File: config.mk
export PLATFORM = sky130hd
export DESIGN_NAME = arm_position_sequencer_flat
export DESIGN_NICKNAME = d
export VERILOG_FILES = /design/src/hdl/aps_pkg.sv /design/src/hdl/aps_if.sv /design/src/hdl/aps_cfg_regs.sv /design/src/hdl/aps_in_reg.sv /design/src/hdl/aps_core.sv /design/src/hdl/arm_position_sequencer.sv /design/src/flat_wrapper.sv
export SDC_FILE = /design/constraint.sdc
export NUM_CORES = 1
export LEC_CHECK = 0
export ABC_CLOCK_PERIOD_IN_PS = 11900
export BUFFER_PORTS_ARGS = -buffer_cell sky130_fd_sc_hd__buf_2
export CORE_ASPECT_RATIO = 1.1
export CORE_MARGIN = 3
export CORE_UTILIZATION = 60
export CTS_CLUSTER_DIAMETER = 100
export CTS_CLUSTER_SIZE = 28
export DETAILED_ROUTE_END_ITERATION = 12
export PLACE_DENSITY = 0.86
export SLEW_MARGIN = 0
export SYNTH_ARGS = -nofsm -noshare
export SYNTH_HDL_FRONTEND = slang
export SYNTH_SLANG_ARGS = --single-unit
File: constraint.sdc
create_clock -name i_clk -period 11.9 [get_ports i_clk]
set_input_delay 1.785 -clock i_clk [delete_from_list [all_inputs] [get_ports i_clk]]
set_output_delay 1.785 -clock i_clk [all_outputs]
set_load 0.02 [all_outputs]
File: src/hdl/aps_pkg.sv
// Shared types, constants and helper functions of the arm position sequencer.
package aps_pkg;

    // Widths of the angle datapath, the transit countdown, the inputs and the codes
    localparam int ANGLE_BITS = 12;
    localparam int WAIT_BITS  = 10;
    localparam int TICKS_BITS = 10;
    localparam int AXIS_W     = 12;
    localparam int BTN_W      = 7;
    localparam int POS_W      = 3;
    localparam int LEVEL_W    = 2;
    localparam int CFG_IDX_W  = 3;
    localparam int CFG_W      = (ANGLE_BITS > TICKS_BITS) ? ANGLE_BITS : TICKS_BITS;
    localparam int NUM_BASE   = 6;

    localparam int ANG_FS_INT = (1 << ANGLE_BITS) - 1;
    localparam int WAIT_MAX   = (1 << WAIT_BITS) - 1;
    localparam logic [ANGLE_BITS-1:0] ANG_FS = ANGLE_BITS'(ANG_FS_INT);

    // Fine-adjust arithmetic: product, rounding, floor shift, clamp
    localparam int PROD_W     = AXIS_W + ANGLE_BITS + 1;
    localparam int SUM_W      = ANGLE_BITS + 3;
    localparam int AXIS_SHIFT = AXIS_W - 1;
    localparam int ROUND_HALF = 1 << (AXIS_SHIFT - 1);
    localparam int GAIN_ARM_INT    = (ANG_FS_INT * 2 + 5) / 10;
    localparam int GAIN_GROUND_INT = (ANG_FS_INT * 2 + 15) / 30;

    // Reset values, scaled from the 12-bit figures to the angle width
    localparam int RST_MIDDLE_LOW = (1663 * ANG_FS_INT + 2047) / 4095;
    localparam int RST_TOP_LOW    = (3423 * ANG_FS_INT + 2047) / 4095;
    localparam int RST_MIDDLE_TOP = (2801 * ANG_FS_INT + 2047) / 4095;
    localparam int RST_TOP_TOP    = (3112 * ANG_FS_INT + 2047) / 4095;
    localparam int RST_GROUND     = (2932 * ANG_FS_INT + 2047) / 4095;
    localparam int RST_FOLD       = (480 * ANG_FS_INT + 2047) / 4095;
    localparam int RST_LOW_LIMIT  = (2867 * ANG_FS_INT + 2047) / 4095;
    localparam int RST_TRANSIT    = 50;

    // Register indexes
    localparam logic [CFG_IDX_W-1:0] REG_ANGLE_MIDDLE_LOW = 3'd0;
    localparam logic [CFG_IDX_W-1:0] REG_ANGLE_TOP_LOW    = 3'd1;
    localparam logic [CFG_IDX_W-1:0] REG_ANGLE_MIDDLE_TOP = 3'd2;
    localparam logic [CFG_IDX_W-1:0] REG_ANGLE_TOP_TOP    = 3'd3;
    localparam logic [CFG_IDX_W-1:0] REG_ANGLE_GROUND     = 3'd4;
    localparam logic [CFG_IDX_W-1:0] REG_ANGLE_FOLD       = 3'd5;
    localparam logic [CFG_IDX_W-1:0] REG_LOW_LEVEL_LIMIT  = 3'd6;
    localparam logic [CFG_IDX_W-1:0] REG_TRANSIT_TICKS    = 3'd7;

    // Arm position codes
    localparam logic [POS_W-1:0] POS_MIDDLE_LOW = 3'd1;
    localparam logic [POS_W-1:0] POS_TOP_LOW    = 3'd2;
    localparam logic [POS_W-1:0] POS_MIDDLE_TOP = 3'd3;
    localparam logic [POS_W-1:0] POS_TOP_TOP    = 3'd4;
    localparam logic [POS_W-1:0] POS_GROUND     = 3'd5;
    localparam logic [POS_W-1:0] POS_FOLD       = 3'd6;

    // Pneumatic levels
    localparam logic [LEVEL_W-1:0] LEVEL_DOWN    = 2'd0;
    localparam logic [LEVEL_W-1:0] LEVEL_MID_LOW = 2'd1;
    localparam logic [LEVEL_W-1:0] LEVEL_MID_TOP = 2'd2;
    localparam logic [LEVEL_W-1:0] LEVEL_TOP     = 2'd3;

    // Button bits
    localparam int BTN_TOP_TOP    = 0;
    localparam int BTN_TOP_LOW    = 1;
    localparam int BTN_MIDDLE_TOP = 2;
    localparam int BTN_MIDDLE_LOW = 3;
    localparam int BTN_GROUND     = 4;
    localparam int BTN_CLAW       = 5;
    localparam int BTN_FOLD       = 6;

    typedef struct packed {
        logic [BTN_W-1:0]             buttons;
        logic signed [AXIS_W-1:0]     fine_axis;
        logic [ANGLE_BITS-1:0]        arm_position;
    } t_item;

    typedef struct packed {
        logic [ANGLE_BITS-1:0] elbow_target;
        logic                  low_valve;
        logic                  high_valve;
        logic                  claw_closed;
        logic [POS_W-1:0]      position_code;
        logic                  in_transit;
    } t_result;

    typedef struct packed {
        logic [NUM_BASE-1:0][ANGLE_BITS-1:0] base;
        logic [ANGLE_BITS-1:0]               low_limit;
        logic [TICKS_BITS-1:0]               transit_ticks;
    } t_cfg;

    function automatic logic [LEVEL_W-1:0] level_of(input logic [POS_W-1:0] pos);
        logic [LEVEL_W-1:0] lvl;
        case (pos)
            POS_MIDDLE_LOW: lvl = LEVEL_MID_LOW;
            POS_MIDDLE_TOP: lvl = LEVEL_MID_TOP;
            POS_TOP_LOW:    lvl = LEVEL_TOP;
            POS_TOP_TOP:    lvl = LEVEL_TOP;
            default:        lvl = LEVEL_DOWN;
        endcase
        return lvl;
    endfunction

    function automatic logic low_valve_of(input logic [LEVEL_W-1:0] lvl);
        return (lvl == LEVEL_MID_LOW) || (lvl == LEVEL_TOP);
    endfunction

    function automatic logic high_valve_of(input logic [LEVEL_W-1:0] lvl);
        return (lvl == LEVEL_DOWN) || (lvl == LEVEL_MID_LOW);
    endfunction

    // Saturate the transit setting to what the countdown holds
    function automatic logic [WAIT_BITS-1:0] sat_wait(input logic [TICKS_BITS-1:0] ticks);
        logic [31:0] wide;
        wide = 32'(ticks);
        if (wide > 32'(WAIT_MAX)) begin
            return WAIT_BITS'(WAIT_MAX);
        end
        return WAIT_BITS'(wide);
    endfunction

endpackage

File: src/hdl/aps_if.sv
// Handshake channels of the arm position sequencer: input, result and configuration.
interface aps_item_if;
    import aps_pkg::*;
    logic                     valid;
    logic                     ready;
    logic [BTN_W-1:0]         buttons;
    logic signed [AXIS_W-1:0] fine_axis;
    logic [ANGLE_BITS-1:0]    arm_position;

    modport source (output valid, output buttons, output fine_axis, output arm_position,
                    input ready);
    modport sink   (input valid, input buttons, input fine_axis, input arm_position,
                    output ready);
endinterface

interface aps_result_if;
    import aps_pkg::*;
    logic                  valid;
    logic                  ready;
    logic [ANGLE_BITS-1:0] elbow_target;
    logic                  low_valve;
    logic                  high_valve;
    logic                  claw_closed;
    logic [POS_W-1:0]      position_code;
    logic                  in_transit;

    modport source (output valid, output elbow_target, output low_valve, output high_valve,
                    output claw_closed, output position_code, output in_transit,
                    input ready);
    modport sink   (input valid, input elbow_target, input low_valve, input high_valve,
                    input claw_closed, input position_code, input in_transit,
                    output ready);
endinterface

interface aps_cfg_if;
    import aps_pkg::*;
    logic                 valid;
    logic                 ready;
    logic [CFG_IDX_W-1:0] index;
    logic [CFG_W-1:0]     data;

    modport source (output valid, output index, output data, input ready);
    modport sink   (input valid, input index, input data, output ready);
endinterface

File: src/hdl/aps_cfg_regs.sv
// Configuration register file: base angles, low-level limit and transit wait.
module aps_cfg_regs (
    input  logic          i_clk,
    input  logic          i_rst_n,
    aps_cfg_if.sink       i_cfg,
    output aps_pkg::t_cfg o_cfg
);
    import aps_pkg::*;

    t_cfg r_cfg;

    assign i_cfg.ready = 1'b1;
    assign o_cfg       = r_cfg;

    always_ff @(posedge i_clk) begin
        if (!i_rst_n) begin
            r_cfg.base[REG_ANGLE_MIDDLE_LOW] <= ANGLE_BITS'(RST_MIDDLE_LOW);
            r_cfg.base[REG_ANGLE_TOP_LOW]    <= ANGLE_BITS'(RST_TOP_LOW);
            r_cfg.base[REG_ANGLE_MIDDLE_TOP] <= ANGLE_BITS'(RST_MIDDLE_TOP);
            r_cfg.base[REG_ANGLE_TOP_TOP]    <= ANGLE_BITS'(RST_TOP_TOP);
            r_cfg.base[REG_ANGLE_GROUND]     <= ANGLE_BITS'(RST_GROUND);
            r_cfg.base[REG_ANGLE_FOLD]       <= ANGLE_BITS'(RST_FOLD);
            r_cfg.low_limit                  <= ANGLE_BITS'(RST_LOW_LIMIT);
            r_cfg.transit_ticks              <= TICKS_BITS'(RST_TRANSIT);
        end else if (i_cfg.valid) begin
            case (i_cfg.index)
                REG_ANGLE_MIDDLE_LOW,
                REG_ANGLE_TOP_LOW,
                REG_ANGLE_MIDDLE_TOP,
                REG_ANGLE_TOP_TOP,
                REG_ANGLE_GROUND,
                REG_ANGLE_FOLD: begin
                    r_cfg.base[i_cfg.index] <= i_cfg.data[ANGLE_BITS-1:0];
                end
                REG_LOW_LEVEL_LIMIT: begin
                    r_cfg.low_limit <= i_cfg.data[ANGLE_BITS-1:0];
                end
                REG_TRANSIT_TICKS: begin
                    r_cfg.transit_ticks <= i_cfg.data[TICKS_BITS-1:0];
                end
                default: begin
                end
            endcase
        end
    end
endmodule

File: src/hdl/aps_in_reg.sv
// Input register: capture one tick word and hold it until the step logic takes it.
module aps_in_reg (
    input  logic           i_clk,
    input  logic           i_rst_n,
    aps_item_if.sink       i_item,
    input  logic           i_take,
    output logic           o_valid,
    output aps_pkg::t_item o_word
);
    import aps_pkg::*;

    logic  r_valid;
    t_item r_word;

    // Refill in the same cycle that the held word moves on
    assign i_item.ready = !r_valid || i_take;
    assign o_valid      = r_valid;
    assign o_word       = r_word;

    always_ff @(posedge i_clk) begin
        if (!i_rst_n) begin
            r_valid <= 1'b0;
        end else if (i_item.ready) begin
            r_valid <= i_item.valid;
        end
    end

    always_ff @(posedge i_clk) begin
        if (i_item.valid && i_item.ready) begin
            r_word.buttons      <= i_item.buttons;
            r_word.fine_axis    <= i_item.fine_axis;
            r_word.arm_position <= i_item.arm_position;
        end
    end
endmodule

File: src/hdl/aps_core.sv
// Step logic: sequencer state, elbow target arithmetic and the result register.
module aps_core (
    input  logic           i_clk,
    input  logic           i_rst_n,
    input  logic           i_valid,
    input  aps_pkg::t_item i_word,
    input  aps_pkg::t_cfg  i_cfg,
    output logic           o_take,
    aps_result_if.source   o_result
);
    import aps_pkg::*;

    localparam logic signed [SUM_W-1:0] SUM_FS = SUM_W'(ANG_FS_INT);

    logic [POS_W-1:0]      r_pos, n_pos;
    logic [LEVEL_W-1:0]    r_level, n_level;
    logic                  r_transit, n_transit;
    logic [WAIT_BITS-1:0]  r_cnt, n_cnt;
    logic                  r_vlow, n_vlow;
    logic                  r_vhigh, n_vhigh;
    logic [ANGLE_BITS-1:0] r_elbow, n_elbow;
    logic                  r_toggle, n_toggle;
    logic                  r_pressed, n_pressed;
    logic                  r_out_valid;
    t_result               r_out_word;

    logic [LEVEL_W-1:0]       level;
    logic [ANGLE_BITS-1:0]    lim;
    logic [ANGLE_BITS-1:0]    base;
    logic [ANGLE_BITS-1:0]    gain;
    logic signed [PROD_W-1:0] prod;
    logic signed [PROD_W-1:0] rnd;
    logic signed [SUM_W-1:0]  sum;
    logic [ANGLE_BITS-1:0]    want;
    logic [ANGLE_BITS-1:0]    want_cap;
    logic [ANGLE_BITS-1:0]    want_low;
    logic                     loaded;

    assign o_take = i_valid && (!r_out_valid || o_result.ready);

    // Per-position base angle, gain and ceiling
    always_comb begin
        level = level_of(r_pos);
        case (r_pos)
            POS_MIDDLE_LOW: begin
                base = i_cfg.base[REG_ANGLE_MIDDLE_LOW];
                gain = ANGLE_BITS'(GAIN_ARM_INT);
                lim  = ANG_FS;
            end
            POS_TOP_LOW: begin
                base = i_cfg.base[REG_ANGLE_TOP_LOW];
                gain = ANGLE_BITS'(GAIN_ARM_INT);
                lim  = ANG_FS;
            end
            POS_MIDDLE_TOP: begin
                base = i_cfg.base[REG_ANGLE_MIDDLE_TOP];
                gain = ANGLE_BITS'(GAIN_ARM_INT);
                lim  = ANG_FS;
            end
            POS_TOP_TOP: begin
                base = i_cfg.base[REG_ANGLE_TOP_TOP];
                gain = ANGLE_BITS'(GAIN_ARM_INT);
                lim  = ANG_FS;
            end
            POS_GROUND: begin
                base = i_cfg.base[REG_ANGLE_GROUND];
                gain = ANGLE_BITS'(GAIN_GROUND_INT);
                lim  = i_cfg.low_limit;
            end
            default: begin
                base = i_cfg.base[REG_ANGLE_FOLD];
                gain = '0;
                lim  = i_cfg.low_limit;
            end
        endcase
    end

    // Elbow target: base plus rounded axis times gain, clamped to zero and full scale, then capped
    always_comb begin
        prod = PROD_W'(i_word.fine_axis) * PROD_W'($signed({1'b0, gain}));
        rnd  = prod + PROD_W'(ROUND_HALF);
        sum  = SUM_W'($signed(rnd[PROD_W-1:AXIS_SHIFT])) + SUM_W'($signed({1'b0, base}));
        if (sum[SUM_W-1]) begin
            want = '0;
        end else if (sum > SUM_FS) begin
            want = ANG_FS;
        end else begin
            want = sum[ANGLE_BITS-1:0];
        end
        want_cap = (want < lim) ? want : lim;
        want_low = (want < i_cfg.low_limit) ? want : i_cfg.low_limit;
    end

    // Next state of the sequencer
    always_comb begin
        n_pos     = r_pos;
        n_level   = r_level;
        n_transit = r_transit;
        n_cnt     = r_cnt;
        n_vlow    = r_vlow;
        n_vhigh   = r_vhigh;
        n_elbow   = r_elbow;
        n_toggle  = r_toggle;
        n_pressed = r_pressed;
        loaded    = 1'b0;

        if (level > r_level) begin
            if (!r_transit) begin
                // switch valves first, then start the wait
                n_vlow    = low_valve_of(level);
                n_vhigh   = high_valve_of(level);
                n_transit = 1'b1;
                n_cnt     = sat_wait(i_cfg.transit_ticks);
                loaded    = 1'b1;
            end else if (r_cnt == '0) begin
                n_transit = 1'b0;
                n_level   = level;
                n_elbow   = want_cap;
            end else begin
                n_elbow = want_low;
            end
        end else if (i_word.arm_position > lim) begin
            n_elbow = lim;
        end else begin
            n_vlow  = low_valve_of(level);
            n_vhigh = high_valve_of(level);
            n_level = level;
            n_elbow = want_cap;
        end

        if (!loaded && (r_cnt != '0)) begin
            n_cnt = r_cnt - 1'b1;
        end

        if (i_word.buttons[BTN_CLAW] && !r_pressed) begin
            n_pressed = 1'b1;
            n_toggle  = !r_toggle;
        end else if (!i_word.buttons[BTN_CLAW]) begin
            n_pressed = 1'b0;
        end

        if (i_word.buttons[BTN_MIDDLE_LOW]) begin
            n_pos = POS_MIDDLE_LOW;
        end else if (i_word.buttons[BTN_TOP_LOW]) begin
            n_pos = POS_TOP_LOW;
        end else if (i_word.buttons[BTN_MIDDLE_TOP]) begin
            n_pos = POS_MIDDLE_TOP;
        end else if (i_word.buttons[BTN_TOP_TOP]) begin
            n_pos = POS_TOP_TOP;
        end else if (i_word.buttons[BTN_GROUND]) begin
            n_pos = POS_GROUND;
        end else if (i_word.buttons[BTN_FOLD]) begin
            n_pos = POS_FOLD;
        end
    end

    always_ff @(posedge i_clk) begin
        if (!i_rst_n) begin
            r_pos     <= POS_FOLD;
            r_level   <= LEVEL_DOWN;
            r_transit <= 1'b0;
            r_cnt     <= '0;
            r_vlow    <= 1'b0;
            r_vhigh   <= 1'b0;
            r_elbow   <= '0;
            r_toggle  <= 1'b0;
            r_pressed <= 1'b0;
        end else if (o_take) begin
            r_pos     <= n_pos;
            r_level   <= n_level;
            r_transit <= n_transit;
            r_cnt     <= n_cnt;
            r_vlow    <= n_vlow;
            r_vhigh   <= n_vhigh;
            r_elbow   <= n_elbow;
            r_toggle  <= n_toggle;
            r_pressed <= n_pressed;
        end
    end

    always_ff @(posedge i_clk) begin
        if (!i_rst_n) begin
            r_out_valid <= 1'b0;
        end else if (o_take) begin
            r_out_valid <= 1'b1;
        end else if (o_result.ready) begin
            r_out_valid <= 1'b0;
        end
    end

    always_ff @(posedge i_clk) begin
        if (o_take) begin
            r_out_word.elbow_target  <= n_elbow;
            r_out_word.low_valve     <= n_vlow;
            r_out_word.high_valve    <= n_vhigh;
            r_out_word.claw_closed   <= n_toggle;
            r_out_word.position_code <= n_pos;
            r_out_word.in_transit    <= n_transit;
        end
    end

    assign o_result.valid         = r_out_valid;
    assign o_result.elbow_target  = r_out_word.elbow_target;
    assign o_result.low_valve     = r_out_word.low_valve;
    assign o_result.high_valve    = r_out_word.high_valve;
    assign o_result.claw_closed   = r_out_word.claw_closed;
    assign o_result.position_code = r_out_word.position_code;
    assign o_result.in_transit    = r_out_word.in_transit;

    // A wait starts with the countdown loaded from the transit setting
    a_transit_load: assert property (@(posedge i_clk) disable iff (!i_rst_n)
        $rose(r_transit) |-> (r_cnt == sat_wait(i_cfg.transit_ticks)))
        else $error("transit started without loading the countdown");

    // The countdown moves only when a word is stepped
    a_cnt_hold: assert property (@(posedge i_clk) disable iff (!i_rst_n)
        !o_take |=> $stable(r_cnt))
        else $error("countdown moved without a stepped word");

    // The latched position is always a real arm position
    a_pos_range: assert property (@(posedge i_clk) disable iff (!i_rst_n)
        (r_pos >= POS_MIDDLE_LOW) && (r_pos <= POS_FOLD))
        else $error("latched position out of range");

    // A pending result reflects the state that its step left behind
    a_out_match: assert property (@(posedge i_clk) disable iff (!i_rst_n)
        r_out_valid |-> ((r_out_word.position_code == r_pos)
                         && (r_out_word.in_transit == r_transit)
                         && (r_out_word.elbow_target == r_elbow)))
        else $error("pending result disagrees with sequencer state");
endmodule

File: src/hdl/arm_position_sequencer.sv
// Top level of the arm position sequencer: input register, step logic, configuration.
//
// Each input word is one control tick (buttons, fine-adjust axis, measured arm
// position) and yields exactly one result word: elbow target, both valve states,
// claw state, latched position and transit flag after the tick. The block takes
// a new word every clock cycle while the result side does not stall; an accepted
// word is held in the input register, and the step logic loads its result into
// the result register when it steps the word. The rate is set by the state loop
// of the step logic, which reads the state left by the previous tick and writes
// the next one in the same cycle that the result register loads. Stalls on the
// result side hold the result and then the input register; nothing is lost or
// repeated. Configuration writes are taken every cycle (ready always high) and
// apply from the next tick; write them only while no tick is in flight. Register
// indexes follow the list angle_middle_low, angle_top_low, angle_middle_top,
// angle_top_top, angle_ground, angle_fold, low_level_limit, transit_ticks. There
// is no start-up pass after reset.
module arm_position_sequencer (
    input  logic         i_clk,
    input  logic         i_rst_n,
    aps_item_if.sink     i_item,
    aps_result_if.source o_result,
    aps_cfg_if.sink      i_cfg
);
    import aps_pkg::*;

    t_cfg  cfg;
    t_item in_word;
    logic  in_valid;
    logic  take;

    // Configuration registers, reset to the scaled default angles
    aps_cfg_regs u_cfg_regs (
        .i_clk   (i_clk),
        .i_rst_n (i_rst_n),
        .i_cfg   (i_cfg),
        .o_cfg   (cfg)
    );

    // Input register: refilled in the cycle the held word is stepped
    aps_in_reg u_in_reg (
        .i_clk   (i_clk),
        .i_rst_n (i_rst_n),
        .i_item  (i_item),
        .i_take  (take),
        .o_valid (in_valid),
        .o_word  (in_word)
    );

    // Step logic and result register
    aps_core u_core (
        .i_clk    (i_clk),
        .i_rst_n  (i_rst_n),
        .i_valid  (in_valid),
        .i_word   (in_word),
        .i_cfg    (cfg),
        .o_take   (take),
        .o_result (o_result)
    );
endmodule
File: src/flat_wrapper.sv
// flat-port wrapper written by rule: the top's interface ports become plain ports
module arm_position_sequencer_flat import aps_pkg::*;
  (i_clk, i_rst_n, i_item_valid, i_item_buttons, i_item_fine_axis, i_item_arm_position, i_item_ready, o_result_valid, o_result_elbow_target, o_result_low_valve, o_result_high_valve, o_result_claw_closed, o_result_position_code, o_result_in_transit, o_result_ready, i_cfg_valid, i_cfg_index, i_cfg_data, i_cfg_ready);
  aps_item_if i_item_i ();
  aps_result_if o_result_i ();
  aps_cfg_if i_cfg_i ();
  input  logic i_clk;
  input  logic i_rst_n;
  input wire logic [$bits(i_item_i.valid)-1:0] i_item_valid;
  input wire logic [$bits(i_item_i.buttons)-1:0] i_item_buttons;
  input wire logic [$bits(i_item_i.fine_axis)-1:0] i_item_fine_axis;
  input wire logic [$bits(i_item_i.arm_position)-1:0] i_item_arm_position;
  output wire logic [$bits(i_item_i.ready)-1:0] i_item_ready;
  output wire logic [$bits(o_result_i.valid)-1:0] o_result_valid;
  output wire logic [$bits(o_result_i.elbow_target)-1:0] o_result_elbow_target;
  output wire logic [$bits(o_result_i.low_valve)-1:0] o_result_low_valve;
  output wire logic [$bits(o_result_i.high_valve)-1:0] o_result_high_valve;
  output wire logic [$bits(o_result_i.claw_closed)-1:0] o_result_claw_closed;
  output wire logic [$bits(o_result_i.position_code)-1:0] o_result_position_code;
  output wire logic [$bits(o_result_i.in_transit)-1:0] o_result_in_transit;
  input wire logic [$bits(o_result_i.ready)-1:0] o_result_ready;
  input wire logic [$bits(i_cfg_i.valid)-1:0] i_cfg_valid;
  input wire logic [$bits(i_cfg_i.index)-1:0] i_cfg_index;
  input wire logic [$bits(i_cfg_i.data)-1:0] i_cfg_data;
  output wire logic [$bits(i_cfg_i.ready)-1:0] i_cfg_ready;
  assign i_item_i.valid = i_item_valid;
  assign i_item_i.buttons = i_item_buttons;
  assign i_item_i.fine_axis = i_item_fine_axis;
  assign i_item_i.arm_position = i_item_arm_position;
  assign i_item_ready = i_item_i.ready;
  assign o_result_valid = o_result_i.valid;
  assign o_result_elbow_target = o_result_i.elbow_target;
  assign o_result_low_valve = o_result_i.low_valve;
  assign o_result_high_valve = o_result_i.high_valve;
  assign o_result_claw_closed = o_result_i.claw_closed;
  assign o_result_position_code = o_result_i.position_code;
  assign o_result_in_transit = o_result_i.in_transit;
  assign o_result_i.ready = o_result_ready;
  assign i_cfg_i.valid = i_cfg_valid;
  assign i_cfg_i.index = i_cfg_index;
  assign i_cfg_i.data = i_cfg_data;
  assign i_cfg_ready = i_cfg_i.ready;
  arm_position_sequencer u_core (.i_clk(i_clk), .i_rst_n(i_rst_n), .i_item(i_item_i), .o_result(o_result_i), .i_cfg(i_cfg_i));
endmodule
==> metrics, run 1 <==
NumNets Final 1,733; Comb power frac 70.7%; initial antenna violation count 0; H-tree depth 4; Sequential Power Share 16.3%; Clk pin slew, worst setup/hold paths 0.08 ns; switching part of the total 51.8%; Synth async-reset ratio 0%; Clk Latency, worst-skew pair 0.44 ns; synth-to-layout area growth 8.64%; Final TNS setup 0 ns; Fin Clk Skew 0.0162 ns; critical path startpoint category flip-flop; NetSw 2330 µW; sequential cell area 4060 µm²; port bufs 71; Ys Warns 0; Worst EP arrival 11.30 ns; Detail Route Antenna Nets 0; Max Freq 0.0901 GHz; CTS tree done; Synth area leader dfxtp_1; # rows 55; Fill cells 1,668; multi-input gate area in the final layout 7850 µm²; Period minus WS final 11.10 ns; Core ar. 20,800 µm²; Total GRT Usage 30.2%; final cycle utilization of the critical path 93.3%; Post-CTS Resized 0; gr ovfl total 0; post-CTS setup buffers 0; Power per Cell Area 323 nW/µm²; Initial Utilization 61.6%; CP max-delay cell fa_1; gpl congestion 0.993; Die Span Y 159 µm; Int Pwr 2170 µW; Synth top area share 20.0%; antenna cells 0; routed wire length 34,800 µm; Worst Path Max Fanout 14; hold path start u_core.u_cfg_regs.o_cfg[30]$_SDFFE_PN0P_; reg2reg path depth 43; Avg Cell Area, Syn 8.52 µm²; Slew Limit Headroom 19.3%; Die Area 23,100 µm²; Max VDD drop 243 µV; root buf cell clkbuf_16; drt drc 0; DR WL/cell 19.0 µm; critical setup path kind reg -> reg; Yosys cell types 91; DR pass1 iterations 8; sequential fraction of the synthesis area 31.8%; Post-synth EDFFs 50; Leak 0.00629 µW; synthesized instance count 1,503; FF-to-FF End u_core.u_core.o_result.elbow_target[0]$_DFFE_PP_; Max-Cap Viols 0; share of layout cells above drive strength 1 10.2%; utilization after layout 66.9%; DR iter-0 viols 1,271; via count 11,400; global-route wire length before repair 57,400 µm; Final Hold Vio Count 0; R2R Path Start u_core.u_core.r_pos[0]$_SDFFE_PN0P_; clock share of power 13.0%; R2R setup slack 0.80 ns; vias in the first global route 11,300; status finished clean; Final setup viols 0; pin count of the biggest net entering global routing 119; CTS Buffer Depth 2; Hold WC Path Type reg -> reg; boundary pin count 73; RSZ-0062 raised after global routing false; final slew viol count 0; number of synthesized register bits 178; Worst Tran Pin Value 1.21 ns; Syn Nets 1,704; Worst Hold Endpoint u_core.u_cfg_regs.o_cfg[30]$_SDFFE_PN0P_; cts bufs inserted 17; Required @ worst endpoint 12.10 ns; prevailing post-synth register cell dfxtp_1; Post-DP HPWL 25,300 µm; hold buffer count at CTS 0; CP peak stage delay 0.56 ns; area of the mapped netlist 12,800 µm²; CP dominant cell by count o21a_1; DR vias/cell 6.23; crit path capture type flip-flop; Hold Crit Depth 2; CTS sink count 178; ranking of synthesized cells by area dfxtp_1 20%, edfxtp_1 12%, ha_1 9.2%; Die W 145 µm
cell families (layout without fill, tap and decap cells):
group | after synthesis | in the layout | synth area share [%]
buffers and inverters | 222 | 264 | 7.11
DFF | 178 | 178 | 31.8
and+or+nand+nor | 557 | 557 | 19.8
muxes | 36 | 36 | 2.83
other | 1 | 1 | 0.0293
xor gates and xnor gates | 24 | 24 | 1.64
adders and majority gates | 150 | 150 | 17.9
AOI/OAI and AO/OA | 335 | 335 | 18.9
power by group through the flow:
stage | clock network, µW | logic, µW | registers [µW]
6_report | 584 | 3180 | 734
5_1_grt | 614 | 3450 | 740
4_1_cts | 587 | 3070 | 733
3_5_place_dp | 0 | 3040 | 746
3_3_place_gp | 0 | 2990 | 745
2_1_floorplan | 0 | 2390 | 770
per-layer routing:
| layer | part of all wire, % | vias to the layer above | track usage, % |
|---|---|---|---|
| met5 | 0 | - | 0 |
| met3 | 9.0 | 118 | 4.92 |
| met2 | 47 | 626 | 49.5 |
| met1 | 41 | 5387 | 40.1 |
| met4 | 3.7 | 0 | 12.4 |
| li1 | - | 5277 | - |
worst max path at each step:
stage / start / slack (ns) / to
6_report: u_core.u_core.r_pos[0]$_SDFFE_PN0P_ / 0.80 / u_core.u_core.o_result.elbow_target[0]$_DFFE_PP_
5_1_grt: u_core.u_core.r_pos[0]$_SDFFE_PN0P_ / 0.19 / u_core.u_core.o_result.elbow_target[0]$_DFFE_PP_
4_1_cts: u_core.u_core.r_pos[2]$_SDFFE_PN1P_ / 0.46 / u_core.u_core.o_result.elbow_target[0]$_DFFE_PP_
3_5_place_dp: u_core.u_core.r_pos[2]$_SDFFE_PN1P_ / 0.49 / u_core.u_core.o_result.elbow_target[0]$_DFFE_PP_
3_3_place_gp: u_core.u_core.r_pos[0]$_SDFFE_PN0P_ / 0.85 / u_core.u_core.o_result.elbow_target[0]$_DFFE_PP_
2_1_floorplan: u_core.u_core.r_pos[0]$_SDFFE_PN0P_ / 1.16 / u_core.u_core.o_result.elbow_target[0]$_DFFE_PP_
sequential cells by signal, indices dropped and copies added (netlist names), 2 cells and up:
signal / cells
u_core.u_cfg_regs.o_cfg: 94
u_core.u_in_reg.o_word: 31
u_core.u_core.r_elbow: 12
u_core.u_core.o_result.elbow_target: 12
u_core.u_core.r_pos: 3
u_core.u_core.r_level: 2
u_core.u_core.r_cnt: 10
u_core.u_core.o_result.position_code: 3
layout by cell type, fill, tap and decap left out, types with 7 or more instances in the layout:
cell type / count
nand2_1: 251
inv_1: 143
dfxtp_1: 128
nor2_1: 101
ha_1: 94
buf_2: 71
a21oi_1: 68
nand3_1: 67
fa_1: 56
o21ai_0: 50
edfxtp_1: 50
a21boi_0: 37
mux2i_1: 35
nor3_1: 22
and2_1: 20
nor2b_1: 18
a21o_1: 17
clkbuf_16: 17
buf_4: 17
o21a_1: 16
and3_1: 16
xnor2_1: 16
a31oi_1: 14
o22ai_1: 14
o211ai_1: 13
a211oi_1: 12
nand2b_1: 11
o221ai_1: 11
or2_2: 9
xor2_1: 8
nand4_1: 7
or3_1: 7
o22a_1: 7
critical path: cells and delay by family (launching register included):
kind | cells | cell delay (ns)
AOI/OAI and AO/OA | 20 | 4.72
xor gates and xnor gates | 2 | 0.32
adders and majority gates | 8 | 3.02
buffers and inverters | 3 | 0.22
DFF | 1 | 0.31
muxes | 1 | 0.21
and+or+nand+nor | 9 | 2.02
final cells by class:
class / instances / share of cell area, %
flip-flops and latches: 178 / 29.2
clock buffers: 18 / 3.16
repair buffers: 88 / 3.47
inverters: 144 / 3.89
clock inverters: 14 / 1.26
well taps: 285 / 2.56
multi-input cells: 1103 / 56.4
metrics by stage:
step | hold slack (ns) | instances | setup WS [ns] | power (µW) | cell area, µm²
floorplan | 0.433 | 1503 | 1.16 | 3160 | 12800
global placement | 0.444 | 1798 | 0.850 | 3740 | 13300
detailed placement | 0.452 | 1798 | 0.492 | 3780 | 13300
CTS | 0.463 | 1830 | 0.461 | 4390 | 13900
global route | 0.482 | 1830 | 0.190 | 4800 | 13900
finish | 0.462 | 1830 | 0.797 | 4490 | 13900
synth_stat cells (6+ instances only):
cell type / number
dfxtp_1: 128
nand2_1: 251
clkbuf_1: 58
o22ai_1: 14
o221ai_1: 11
o21ai_0: 50
inv_1: 143
nand3_1: 67
and2_1: 20
a21o_1: 17
nand2b_1: 11
xor2_1: 8
nand4_1: 7
a31oi_1: 14
nor2b_1: 18
mux2i_1: 35
or3_1: 8
a21oi_1: 68
a211oi_1: 12
ha_1: 94
or2_2: 9
a21boi_0: 37
nor2_1: 102
o211ai_1: 13
and3_1: 16
xnor2_1: 16
o21a_1: 16
nor4_1: 6
nor3_1: 22
a222oi_1: 6
edfxtp_1: 50
buf_4: 10
fa_1: 56
o22a_1: 8
No activity file was read; power rests on OpenSTA's default activity.
==> run 2: changes to the inputs <==
- ABC_AREA: default -> 1
==> run 2 against run 1 <==
Compared with the run above:
- clock skew rose by 0.00097 ns
- largest cell class unchanged
- power fell by 9.9%
- synthesized cell count up 7.5%
- hold slack worse by 0.0088 ns
- largest power group unchanged
- clock power increased by 5.5%
- register-to-register slack gained 0.67 ns
==> metrics, run 2 <==
status finished clean; Detail Route Antenna Nets 0; drt drc 0; Core ar. 20,000 µm²; top-count cell post-synth nand2_1; Final setup viols 0; area of the mapped netlist 12,300 µm²; Required @ worst endpoint 12.08 ns; Syn Nets 1,816; Ys Warns 0; H-tree depth 4; number of synthesized register bits 178; Max VDD drop 246 µV; Synth async-reset ratio 0%; via count 11,100; gpl congestion 0.984; most frequent cells in the layout 301 x nand2_1, 254 x inv_1, 185 x nor2_1; CTS tree done; Final TNS setup 0 ns; CTS sink count 178; prevailing post-synth register cell dfxtp_1; Worst EP arrival 10.62 ns; Max-Cap Viols 0; Synth top area share 20.8%; final cycle utilization of the critical path 87.7%; Final Hold Vio Count 0; Initial Utilization 61.5%; Yosys cell types 47; root buf cell clkbuf_16; CP dominant cell by count nand2_1; cts bufs inserted 17; CP max-delay cell nor2_1; Die Area 22,200 µm²; Hold WC Path Type reg -> reg; vias in the first global route 10,600; antenna cells 0; Fin Clk Skew 0.0172 ns; max FFs per register 94; gr ovfl total 0; NumNets Final 1,850; ranking of synthesized cells by area dfxtp_1 21%, edfxtp_1 12%, ha_1 9.6%; sequential cell area 4060 µm²; synthesized instance count 1,615; multi-input gate area in the final layout 6970 µm²; initial antenna violation count 0; global-route wire length before repair 50,400 µm; Die Span Y 156 µm; Fill cells 1,586; CTS Buffer Depth 2; Post-CTS Resized 0; Max Freq 0.0958 GHz; DR vias/cell 5.79; Post-synth EDFFs 50; commonest non-fill, non-tap cell in the layout nand2_1; Post-DP HPWL 22,300 µm; Die W 142 µm; crit path capture type flip-flop; Clk Latency, worst-skew pair 0.45 ns; DR iter-0 viols 1,100; hold buffer count at CTS 0; Slew Limit Headroom 30.3%; Clk pin slew, worst setup/hold paths 0.09 ns; Avg Cell Area, Syn 7.61 µm²; critical setup path kind reg -> reg; CP peak stage delay 0.75 ns; share of layout cells above drive strength 1 9.51%; DR pass1 iterations 8; port bufs 71; RSZ-0062 raised after global routing false; Total GRT Usage 27.7%; Synth area leader dfxtp_1; routed wire length 30,800 µm; DP Cell Count 1,882; post-CTS setup buffers 0; final slew viol count 0; Worst Tran Pin Value 1.04 ns; sequential fraction of the synthesis area 33.0%; Power per Cell Area 302 nW/µm²; Period minus WS final 10.43 ns; synth cell count leaders 301 x nand2_1, 254 x inv_1, 185 x nor2_1; boundary pin count 73; synth-to-layout area growth 9.00%; Worst Path Max Fanout 21; pin count of the biggest net entering global routing 105; # rows 54; Leak 0.00668 µW; DR WL/cell 16.1 µm; critical path startpoint category flip-flop; final cell count without fillers 1,914
==> run 2: cell count changes after synthesis, sizes merged, moves of 15 or more <==
cell    previous run  this run
o21a              16         0
nor2b             18         0
nand2            253       313
nor2             102       190
o21ai             54       101
and2              20         0
mux2i             35         0
a21boi            38         1
inv              144       262
and3              16         1
nand3             67       144
==> run 2: per-layer routing <==
layer | vias up | track usage [%] | wire length [µm]
met4 | 0 | 12.0 | 1230
met1 | 5156 | 35.2 | 12300
li1 | 5294 | - | -
met5 | - | 0 | 0
met3 | 120 | 4.69 | 2120
met2 | 507 | 46.6 | 15200
==> run 2: through the flow <==
| stage | hold slack [ns] | area [µm²] | util (%) | power (µW) | setup slack (ns) |
|---|---|---|---|---|---|
| floorplan | 0.424 | 12300 | - | 2830 | 3.43 |
| finish | 0.453 | 13400 | 67.0 | 4050 | 1.47 |
| global placement | 0.438 | 12800 | 63.8 | 3280 | 2.23 |
| global route | 0.472 | 13400 | 67.0 | 4400 | 0.762 |
| CTS | 0.456 | 13400 | 67.0 | 3990 | 1.69 |
| detailed placement | 0.443 | 12800 | 63.8 | 3350 | 1.82 |
==> run 2: critical path, delay by kind of cell (launching register included) <==
family,cells,cell delay (ns)
AOI/OAI and AO/OA,6,1.46
xor gates and xnor gates,1,0.14
adders and majority gates,7,2.85
buffers and inverters,10,1.61
DFF,1,0.44
and+or+nand+nor,25,3.68
==> run 2: final timing paths <==
check | from | end | slack [ns] | depth (start not counted)
worst min-delay path | u_core.u_cfg_regs.o_cfg[56]$_SDFFE_PN0P_ | u_core.u_cfg_regs.o_cfg[56]$_SDFFE_PN0P_ | 0.45 | 2
worst max-delay path | u_core.u_core.r_pos[2]$_SDFFE_PN1P_ | u_core.u_core.o_result.elbow_target[3]$_DFFE_PP_ | 1.47 | 49
worst max register to register | u_core.u_core.r_pos[2]$_SDFFE_PN1P_ | u_core.u_core.o_result.elbow_target[3]$_DFFE_PP_ | 1.47 | 49
worst min register to register | u_core.u_cfg_regs.o_cfg[56]$_SDFFE_PN0P_ | u_core.u_cfg_regs.o_cfg[56]$_SDFFE_PN0P_ | 0.45 | 2
==> run 2: area by class of cell <==
cell class / instances / share of cell area, %
multi-input combinational: 1109 / 52.0
sequential: 178 / 30.3
inverter: 264 / 7.39
clock buffer: 17 / 3.17
timing repair buffer: 79 / 3.10
tap: 252 / 2.35
clock inverter: 15 / 1.67
==> run 2: cells by family (layout without fill, tap and decap cells) <==
group / Yosys count / in the layout / share of synthesized area, %
AND/OR/NAND/NOR: 683 / 683 / 23.8
buffers and inverters: 328 / 375 / 10.3
AO/OA/AOI/OAI: 244 / 244 / 11.9
flip-flops: 178 / 178 / 33.0
adder cells (fa/ha/maj): 150 / 150 / 18.7
XOR/XNOR: 31 / 31 / 2.21
other: 1 / 1 / 0.0305
==> run 2: report_power, final <==
part	switching, µW	leakage, µW	internal [µW]	total (µW)
clock	302	0.000309	314	616
combinational	1760	0.00484	933	2690
sequential	30.4	0.00153	712	743
total	2090	0.00668	1960	4050
